==> src/rtl/core/lstp_pkg.sv <==
// package for laser_scan_to_points: payload structs, register indexes,
// cordic arctangent table and state encoding. no dependencies.
`timescale 1ns / 1ps
package lstp_pkg;

    localparam int CordicStagesDef = 24;
    localparam int GuardBits       = 6;
    localparam int RangeW          = 24;
    localparam int CoordW          = 32;
    localparam int AngleW          = 32;
    // working width: 24 bit range + 6 guard bits + sign + gain growth
    localparam int WorkW           = 34;
    localparam logic [31:0] GainQ30 = 32'd652032874;
    localparam logic [23:0] MinRangeRst = 24'd13107;
    localparam logic [23:0] MaxRangeRst = 24'd6553600;

    typedef enum logic [2:0] {
        REG_START_ANGLE = 3'd0,
        REG_ANGLE_STEP  = 3'd1,
        REG_MOUNT_YAW   = 3'd2,
        REG_OFFSET_X    = 3'd3,
        REG_OFFSET_Y    = 3'd4,
        REG_MIN_RANGE   = 3'd5,
        REG_MAX_RANGE   = 3'd6
    } reg_idx_t;

    typedef enum logic [2:0] {
        ST_IDLE,
        ST_ROTATE,
        ST_GAIN,
        ST_TRANSLATE,
        ST_OUT
    } state_t;

    typedef struct packed {
        logic [23:0] range;
        logic        last_beam;
    } scan_in_t;

    typedef struct packed {
        logic signed [31:0] point_x;
        logic signed [31:0] point_y;
        logic               scan_end;
    } point_out_t;

    function automatic logic [31:0] atan_lut(input logic [4:0] i);
        logic [31:0] v;
        case (i)
            5'd0:  v = 32'd536870912;
            5'd1:  v = 32'd316933406;
            5'd2:  v = 32'd167458907;
            5'd3:  v = 32'd85004756;
            5'd4:  v = 32'd42667331;
            5'd5:  v = 32'd21354465;
            5'd6:  v = 32'd10679838;
            5'd7:  v = 32'd5340245;
            5'd8:  v = 32'd2670163;
            5'd9:  v = 32'd1335087;
            5'd10: v = 32'd667544;
            5'd11: v = 32'd333772;
            5'd12: v = 32'd166886;
            5'd13: v = 32'd83443;
            5'd14: v = 32'd41722;
            5'd15: v = 32'd20861;
            5'd16: v = 32'd10430;
            5'd17: v = 32'd5215;
            5'd18: v = 32'd2608;
            5'd19: v = 32'd1304;
            5'd20: v = 32'd652;
            5'd21: v = 32'd326;
            5'd22: v = 32'd163;
            5'd23: v = 32'd81;
            5'd24: v = 32'd41;
            5'd25: v = 32'd20;
            5'd26: v = 32'd10;
            5'd27: v = 32'd5;
            5'd28: v = 32'd3;
            5'd29: v = 32'd1;
            5'd30: v = 32'd1;
            default: v = 32'd0;
        endcase
        return v;
    endfunction

endpackage

==> src/rtl/core/laser_scan_to_points.sv <==
// laser_scan_to_points top level: low-range substitution, beam angle, iterative cordic,
// serial gain multiply and saturating translation. uses lstp_pkg.
`timescale 1ns / 1ps
// channel   | ports                      | payload
// input     | s_valid s_ready s_data     | range, last_beam
// result    | m_valid m_ready m_data     | point_x, point_y, scan_end
// config    | cfg_we cfg_index cfg_wdata | seven registers, write only
// a result is offered once its input has passed through the cordic rotation,
// one cordic stage per cycle in a single shared rotator, then a bit-serial
// shift-add gain multiply, then a final translate and saturate step.
// a new input is taken only after the previous result has been accepted.
// reset clears control, the beam offset and the registers to their defaults.
// a stalled result holds in the output register; the next item waits.
module laser_scan_to_points #(
    parameter int CORDIC_STAGES = lstp_pkg::CordicStagesDef
) (
    input  logic                   aclk,
    input  logic                   aresetn,
    input  logic                   s_valid,
    output logic                   s_ready,
    input  lstp_pkg::scan_in_t     s_data,
    output logic                   m_valid,
    input  logic                   m_ready,
    output lstp_pkg::point_out_t   m_data,
    input  logic                   cfg_we,
    input  logic [2:0]             cfg_index,
    input  logic [31:0]            cfg_wdata
);
    localparam int W  = lstp_pkg::WorkW;
    localparam int PW = W + 32;          // gain product width
    localparam int TW = lstp_pkg::CoordW + 2;  // translate sum width
    localparam int SW = $clog2(CORDIC_STAGES + 1);
    localparam int MW = $clog2(W + 1);

    lstp_pkg::state_t state_reg, state_next;

    logic [31:0] start_angle_reg, angle_step_reg, mount_yaw_reg;
    logic signed [31:0] offset_x_reg, offset_y_reg;
    logic [23:0] min_range_reg, max_range_reg;
    logic [31:0] beam_off_reg;

    logic signed [W-1:0] x_reg, y_reg;
    logic signed [32:0]  z_reg;
    logic [SW-1:0]       step_reg;
    logic [MW-1:0]       mcnt_reg;
    logic signed [PW-1:0] px_reg, py_reg;
    logic                last_reg;
    lstp_pkg::point_out_t out_reg;

    logic signed [W-1:0] dx, dy;
    logic [31:0]         ang;
    logic signed [W-1:0] x_init;
    logic [23:0]         r_sel;
    logic signed [PW-1:0] gx, gy;
    logic signed [PW-37:0] rx, ry;
    logic signed [TW-1:0] tx, ty;

    // configuration writes
    always_ff @(posedge aclk) begin
        if (!aresetn) begin
            start_angle_reg <= '0;
            angle_step_reg  <= '0;
            mount_yaw_reg   <= '0;
            offset_x_reg    <= '0;
            offset_y_reg    <= '0;
            min_range_reg   <= lstp_pkg::MinRangeRst;
            max_range_reg   <= lstp_pkg::MaxRangeRst;
        end else if (cfg_we) begin
            unique case (cfg_index)
                lstp_pkg::REG_START_ANGLE: start_angle_reg <= cfg_wdata;
                lstp_pkg::REG_ANGLE_STEP:  angle_step_reg  <= cfg_wdata;
                lstp_pkg::REG_MOUNT_YAW:   mount_yaw_reg   <= cfg_wdata;
                lstp_pkg::REG_OFFSET_X:    offset_x_reg    <= cfg_wdata;
                lstp_pkg::REG_OFFSET_Y:    offset_y_reg    <= cfg_wdata;
                lstp_pkg::REG_MIN_RANGE:   min_range_reg   <= cfg_wdata[23:0];
                lstp_pkg::REG_MAX_RANGE:   max_range_reg   <= cfg_wdata[23:0];
                default: ;
            endcase
        end
    end

    // start vector and angle folding
    always_comb begin
        r_sel  = (s_data.range <= min_range_reg) ? max_range_reg : s_data.range;
        ang    = start_angle_reg + beam_off_reg + mount_yaw_reg;
        x_init = W'({4'b0, r_sel, 6'b0});
    end

    assign dx = y_reg >>> step_reg;
    assign dy = x_reg >>> step_reg;

    // next state
    always_comb begin
        state_next = state_reg;
        unique case (state_reg)
            lstp_pkg::ST_IDLE:
                if (s_valid) state_next = lstp_pkg::ST_ROTATE;
            lstp_pkg::ST_ROTATE:
                if (step_reg == SW'(CORDIC_STAGES - 1)) state_next = lstp_pkg::ST_GAIN;
            lstp_pkg::ST_GAIN:
                if (mcnt_reg == MW'(W - 1)) state_next = lstp_pkg::ST_TRANSLATE;
            lstp_pkg::ST_TRANSLATE:
                state_next = lstp_pkg::ST_OUT;
            lstp_pkg::ST_OUT:
                if (m_ready) state_next = lstp_pkg::ST_IDLE;
            default: state_next = lstp_pkg::ST_IDLE;
        endcase
    end

    // outputs
    always_comb begin
        s_ready = (state_reg == lstp_pkg::ST_IDLE);
        m_valid = (state_reg == lstp_pkg::ST_OUT);
        m_data  = out_reg;
    end

    always_ff @(posedge aclk) begin
        if (!aresetn) begin
            state_reg    <= lstp_pkg::ST_IDLE;
            beam_off_reg <= '0;
        end else begin
            state_reg <= state_next;
            if (s_valid && s_ready) begin
                beam_off_reg <= s_data.last_beam ? '0 : beam_off_reg + angle_step_reg;
            end
        end
    end

    // serial gain: add multiplicand shifted by the multiplier bit position
    always_comb begin
        gx = px_reg;
        gy = py_reg;
        if (lstp_pkg::GainQ30[mcnt_reg[4:0]] && mcnt_reg < MW'(32)) begin
            gx = px_reg + (PW'(x_reg) <<< mcnt_reg);
            gy = py_reg + (PW'(y_reg) <<< mcnt_reg);
        end
        rx = (PW-36)'((px_reg + (PW'(1) <<< 35)) >>> 36);
        ry = (PW-36)'((py_reg + (PW'(1) <<< 35)) >>> 36);
        tx = TW'(rx) + TW'(offset_x_reg);
        ty = TW'(ry) + TW'(offset_y_reg);
    end

    function automatic logic [31:0] sat(input logic signed [TW-1:0] v);
        logic [31:0] s;
        if (v > TW'(64'sh7fffffff)) s = 32'h7fffffff;
        else if (v < -TW'(64'sh80000000)) s = 32'h80000000;
        else s = v[31:0];
        return s;
    endfunction

    // datapath
    always_ff @(posedge aclk) begin
        unique case (state_reg)
            lstp_pkg::ST_IDLE: begin
                step_reg <= '0;
                mcnt_reg <= '0;
                last_reg <= s_data.last_beam;
                y_reg    <= '0;
                if ($signed(ang) > 32'sh40000000) begin
                    z_reg <= $signed({ang[31], ang}) - 33'sh080000000;
                    x_reg <= -x_init;
                end else if ($signed(ang) < -32'sh40000000) begin
                    z_reg <= $signed({ang[31], ang}) + 33'sh080000000;
                    x_reg <= -x_init;
                end else begin
                    z_reg <= $signed({ang[31], ang});
                    x_reg <= x_init;
                end
            end
            lstp_pkg::ST_ROTATE: begin
                step_reg <= step_reg + 1'b1;
                px_reg   <= '0;
                py_reg   <= '0;
                if (!z_reg[32]) begin
                    x_reg <= x_reg - dx;
                    y_reg <= y_reg + dy;
                    z_reg <= z_reg - $signed({1'b0, lstp_pkg::atan_lut(5'(step_reg))});
                end else begin
                    x_reg <= x_reg + dx;
                    y_reg <= y_reg - dy;
                    z_reg <= z_reg + $signed({1'b0, lstp_pkg::atan_lut(5'(step_reg))});
                end
            end
            lstp_pkg::ST_GAIN: begin
                mcnt_reg <= mcnt_reg + 1'b1;
                px_reg   <= gx;
                py_reg   <= gy;
            end
            lstp_pkg::ST_TRANSLATE: begin
                out_reg.point_x  <= sat(tx);
                out_reg.point_y  <= sat(ty);
                out_reg.scan_end <= last_reg;
            end
            default: ;
        endcase
    end

    // result is offered only after translation
    a_valid_after_translate: assert property (@(posedge aclk) disable iff (!aresetn)
        $rose(m_valid) |-> $past(state_reg) == lstp_pkg::ST_TRANSLATE)
        else $error("result without translate");
    // no input accepted while a result is pending
    a_one_in_flight: assert property (@(posedge aclk) disable iff (!aresetn)
        m_valid |-> !s_ready) else $error("input taken while result pending");
    // last beam returns the beam offset to zero
    a_offset_clear: assert property (@(posedge aclk) disable iff (!aresetn)
        (s_valid && s_ready && s_data.last_beam) |=> beam_off_reg == '0)
        else $error("beam offset not cleared");

endmodule
==> config.mk <==
export PLATFORM = sky130hd
export DESIGN_NAME = laser_scan_to_points
export DESIGN_NICKNAME = d
export VERILOG_FILES = /design/src/rtl/core/lstp_pkg.sv /design/src/rtl/core/laser_scan_to_points.sv
export SDC_FILE = /design/constraint.sdc
export NUM_CORES = 2
export LEC_CHECK = 0
export BUFFER_PORTS_ARGS = -buffer_cell sky130_fd_sc_hd__buf_4
export CORE_MARGIN = 2
export CORE_UTILIZATION = 55
export DETAILED_ROUTE_END_ITERATION = 10
export PLACE_DENSITY = 0.72
export SYNTH_ARGS = -nofsm -noshare
export SYNTH_HDL_FRONTEND = slang
export SYNTH_SLANG_ARGS = --single-unit
==> constraint.sdc <==
create_clock -name aclk -period 13 [get_ports aclk]
set_clock_uncertainty 0.1 [all_clocks]
set_input_delay 2.6 -clock aclk [delete_from_list [all_inputs] [get_ports aclk]]
set_output_delay 2.6 -clock aclk [all_outputs]
set_load 0.02 [all_outputs]
==> out/summary.txt <==
===============================================================================
Status ........................................................... finished, final reports clean
1st-iter DRT viols ...............................................        5,728
Type of the most critical hold path ..............................   reg -> reg
Worst hold start ................................................. last_reg$_DFFE_PP_
Minimum period implied by the final worst setup slack ............      7675 ps
Vias in the first global route ...................................       44,820
Number of vias after detailed routing ............................       48,810
Total of endpoints with negative setup slack in the final report .            0
Count of pins over their slew limit ..............................            0
Distinct cell type count after synthesis .........................          104
Number of warnings printed during yosys synthesis ................            0
Most frequent cells in the layout ................................ sky130_fd_sc_hd__nand2_1 (898), sky130_fd_sc_hd__a21oi_1 (752), sky130_fd_sc_hd__nor2_1 (659)
Area delta synth->final ..........................................       8.157%
Pre-CTS setup slack ..............................................      5452 ps
Startpoint type of the worst setup path ..........................    flip-flop
Final antenna-violating net count ................................            0
Insertion delay to the later sink of the worst-skew pair .........       670 ps
Initial standard-cell utilization of the core ....................       55.57%
Largest fanout on the critical path ..............................           62
Number of iterations in the first detailed-routing pass ..........            7
Maximum number of pins on one net before global-route repair .....          145
Width of the die .................................................     314.1 um
Number of buffers inserted during clock tree synthesis ...........           72
Number of remaining DRC errors ...................................            0
Core Footprint ................................................... 0.09515 mm^2
Post-synthesis cell count ........................................        6,410
Final WL .........................................................     167.9 mm
Total gr overflow ................................................            0
Count of max-cap constraint violations ...........................            0
DP Wirelength ....................................................     123.5 mm
Sink Count .......................................................          584
Reg2reg start .................................................... step_reg[0]$_DFFE_PN_
Fmax .............................................................   0.1303 GHz
Final weighted congestion in routability-driven placement ........       0.9888
Slowest stage cell, crit path .................................... sky130_fd_sc_hd__buf_4
Post-cts repair resize count .....................................            0
Depth of the worst register-to-register path .....................           28
Required time worst endpoint .....................................    13,290 ps
Hold Buf Count CTS ...............................................            0
Leading cell type in the layout, fill and taps excluded .......... sky130_fd_sc_hd__nand2_1
Top flip-flop cell by instance count after synthesis ............. sky130_fd_sc_hd__edfxtp_1
Slowest Stage Delay on Critical Path .............................       860 ps
Std cell rows ....................................................          113
Post-route setup slack ...........................................      5325 ps
Wire length of the first global-routing pass .....................     258.3 mm
Post-CTS setup-driven buffer insertion count .....................            0
Crit. End Element ................................................    flip-flop
Number of hold violations in the final report ....................            0
CTS tree .........................................................         done
Chip height ......................................................     314.1 um
Antenna violations before repair .................................            6
Post-Route Utilization ...........................................       60.10%
Transition time at the pin with the least slew margin ............      1154 ps
Layout Nets ......................................................        6,844
Depth of the worst hold-timing path ..............................            0
Slew HR ..........................................................       22.87%
Number of synthesized register bits ..............................          584
Sequential fraction of the synthesis area ........................       27.98%
I/O pin count ....................................................          132
Total global-route track usage ...................................       33.16%
Buffer depth of the longest clock path ...........................            3
Tot Pwr ..........................................................    0.01451 W
Unrepaired setup endpoints after global routing ..................           no
Period Utilization, post-route ...................................       59.04%
I/O Buffers ......................................................          131
Crit path DAT ....................................................      7960 ps
Share of synthesized registers carrying an async set or reset ....           0%
Setup slack of the worst register-to-register path ...............      5330 ps
Final TNS setup ..................................................         0 ps
Number of H-tree levels ..........................................            3
Clock root buffer master ......................................... sky130_fd_sc_hd__clkbuf_16
Number of enable-type register cells in the synthesized netlist ..          310
Synthesized cell area ............................................ 0.05287 mm^2
Overall die area ................................................. 0.09863 mm^2
Pwr per Cell Area ................................................ 253.8 mW/mm^2
Capture instance of the worst register-to-register path .......... x_reg[33]$_DFFE_PN_
Pleak ............................................................     23.82 nW
Endpoint, Worst Hold ............................................. m_data[0]$_DFFE_PP_
Clk pin slew, worst setup/hold paths .............................        60 ps
Synthesized area divided by synthesized cell count ...............   8.249 um^2
Ratio of routed vias to standard cells ...........................        6.362
Crit path kind ...................................................   reg -> reg
Number of nets in the synthesized netlist ........................        6,912
Post-detailed-route wirelength per cell ..........................     21.89 um
Layout cells sized above 1 .......................................       8.747%
Maximum vdd drop .................................................     176.8 uV
===============================================================================
-- kinds of logic after synthesis --
logic type | synth area share [%]
AO/OA/AOI/OAI | 21.55
XOR/XNOR | 7.816
adder cells (fa/ha/maj) | 11.12
buffers and inverters | 3.838
flip-flops | 27.98
multiplexers | 9.326
AND/OR/NAND/NOR | 18.37
-- report_power, final --
| group | total (W) | switching (W) | internal [W] |
|---|---|---|---|
| Clock | 0.00216 | 0.000890 | 0.00127 |
| Sequential | 0.00287 | 0.000518 | 0.00235 |
| Combinational | 0.00949 | 0.00561 | 0.00388 |
| Total | 0.0145 | 0.00702 | 0.00749 |
-- worst max-delay path by stage --
stage                                from                   to  slack, ps  depth (start not counted)
CTS                 step_reg[0]$_DFFE_PN_  x_reg[33]$_DFFE_PN_       5390                         28
finish              step_reg[0]$_DFFE_PN_  x_reg[33]$_DFFE_PN_       5330                         28
floorplan                       s_data[2]  x_reg[28]$_DFFE_PN_       6080                         22
global route        step_reg[0]$_DFFE_PN_  x_reg[33]$_DFFE_PN_       4650                         27
global placement    step_reg[0]$_DFFE_PN_  x_reg[31]$_DFFE_PN_       5600                         28
detailed placement  step_reg[0]$_DFFE_PN_  x_reg[33]$_DFFE_PN_       5450                         28
-- cell usage after synthesis, types with 57 or more instances --
| master | n | area [um^2] |
|---|---|---|
| sky130_fd_sc_hd__a21oi_1 | 754 | 3774 |
| sky130_fd_sc_hd__nand3_1 | 123 | 615.6 |
| sky130_fd_sc_hd__a21o_1 | 202 | 1516 |
| sky130_fd_sc_hd__nor2_1 | 664 | 2492 |
| sky130_fd_sc_hd__a31oi_1 | 62 | 387.9 |
| sky130_fd_sc_hd__mux2i_1 | 122 | 1221 |
| sky130_fd_sc_hd__nand2_1 | 900 | 3378 |
| sky130_fd_sc_hd__dfxtp_1 | 274 | 5485 |
| sky130_fd_sc_hd__xnor2_1 | 299 | 2619 |
| sky130_fd_sc_hd__clkbuf_1 | 266 | 998.5 |
| sky130_fd_sc_hd__xor2_1 | 171 | 1498 |
| sky130_fd_sc_hd__ha_1 | 397 | 4967 |
| sky130_fd_sc_hd__o21ai_0 | 366 | 1832 |
| sky130_fd_sc_hd__edfxtp_1 | 310 | 9309 |
| sky130_fd_sc_hd__mux4_2 | 128 | 2883 |
| sky130_fd_sc_hd__nor3_1 | 114 | 570.6 |
| sky130_fd_sc_hd__nor2b_1 | 64 | 400.4 |
| sky130_fd_sc_hd__inv_1 | 169 | 634.4 |
| sky130_fd_sc_hd__a211oi_1 | 57 | 427.9 |
-- layer usage --
metal | GRT usage (%) | vias up | share of wire [%]
li1 | - | 23120 | -
met1 | 48.37 | 23150 | 45
met2 | 49.04 | 2172 | 42
met3 | 6.100 | 370 | 9.6
met4 | 11.65 | 4 | 3.7
met5 | 0 | - | 0.018
-- area by class of cell --
cell class	instances	area, um^2
timing repair buffer	193	1449
antenna	6	15.01
inverter	178	675.6
fill	8529	37970
sequential	584	14790
clock buffer	103	2097
tap	1265	1583
multi-input combinational	5313	36120
clock inverter	31	449.2
-- critical path: cells and delay by family, from the launching register on --
family | cells | cell delay (ps)
buffers and inverters | 2 | 910
adder cells (fa/ha/maj) | 2 | 500
flip-flops | 1 | 520
multiplexers | 3 | 1260
AO/OA/AOI/OAI | 11 | 2140
XOR/XNOR | 2 | 350
AND/OR/NAND/NOR | 8 | 1530
-- stage by stage --
step | area (um^2) | hold slack [ps] | instances
after floorplan | 52870 | 300.3 | 6410
after global placement | 54620 | 313.4 | 7532
after detailed placement | 54620 | 313.9 | 7532
after CTS | 57160 | 341.9 | 7666
after global routing | 57180 | 350.8 | 7670
final | 57190 | 338.1 | 7673
(Power assumes the default switching activity.)
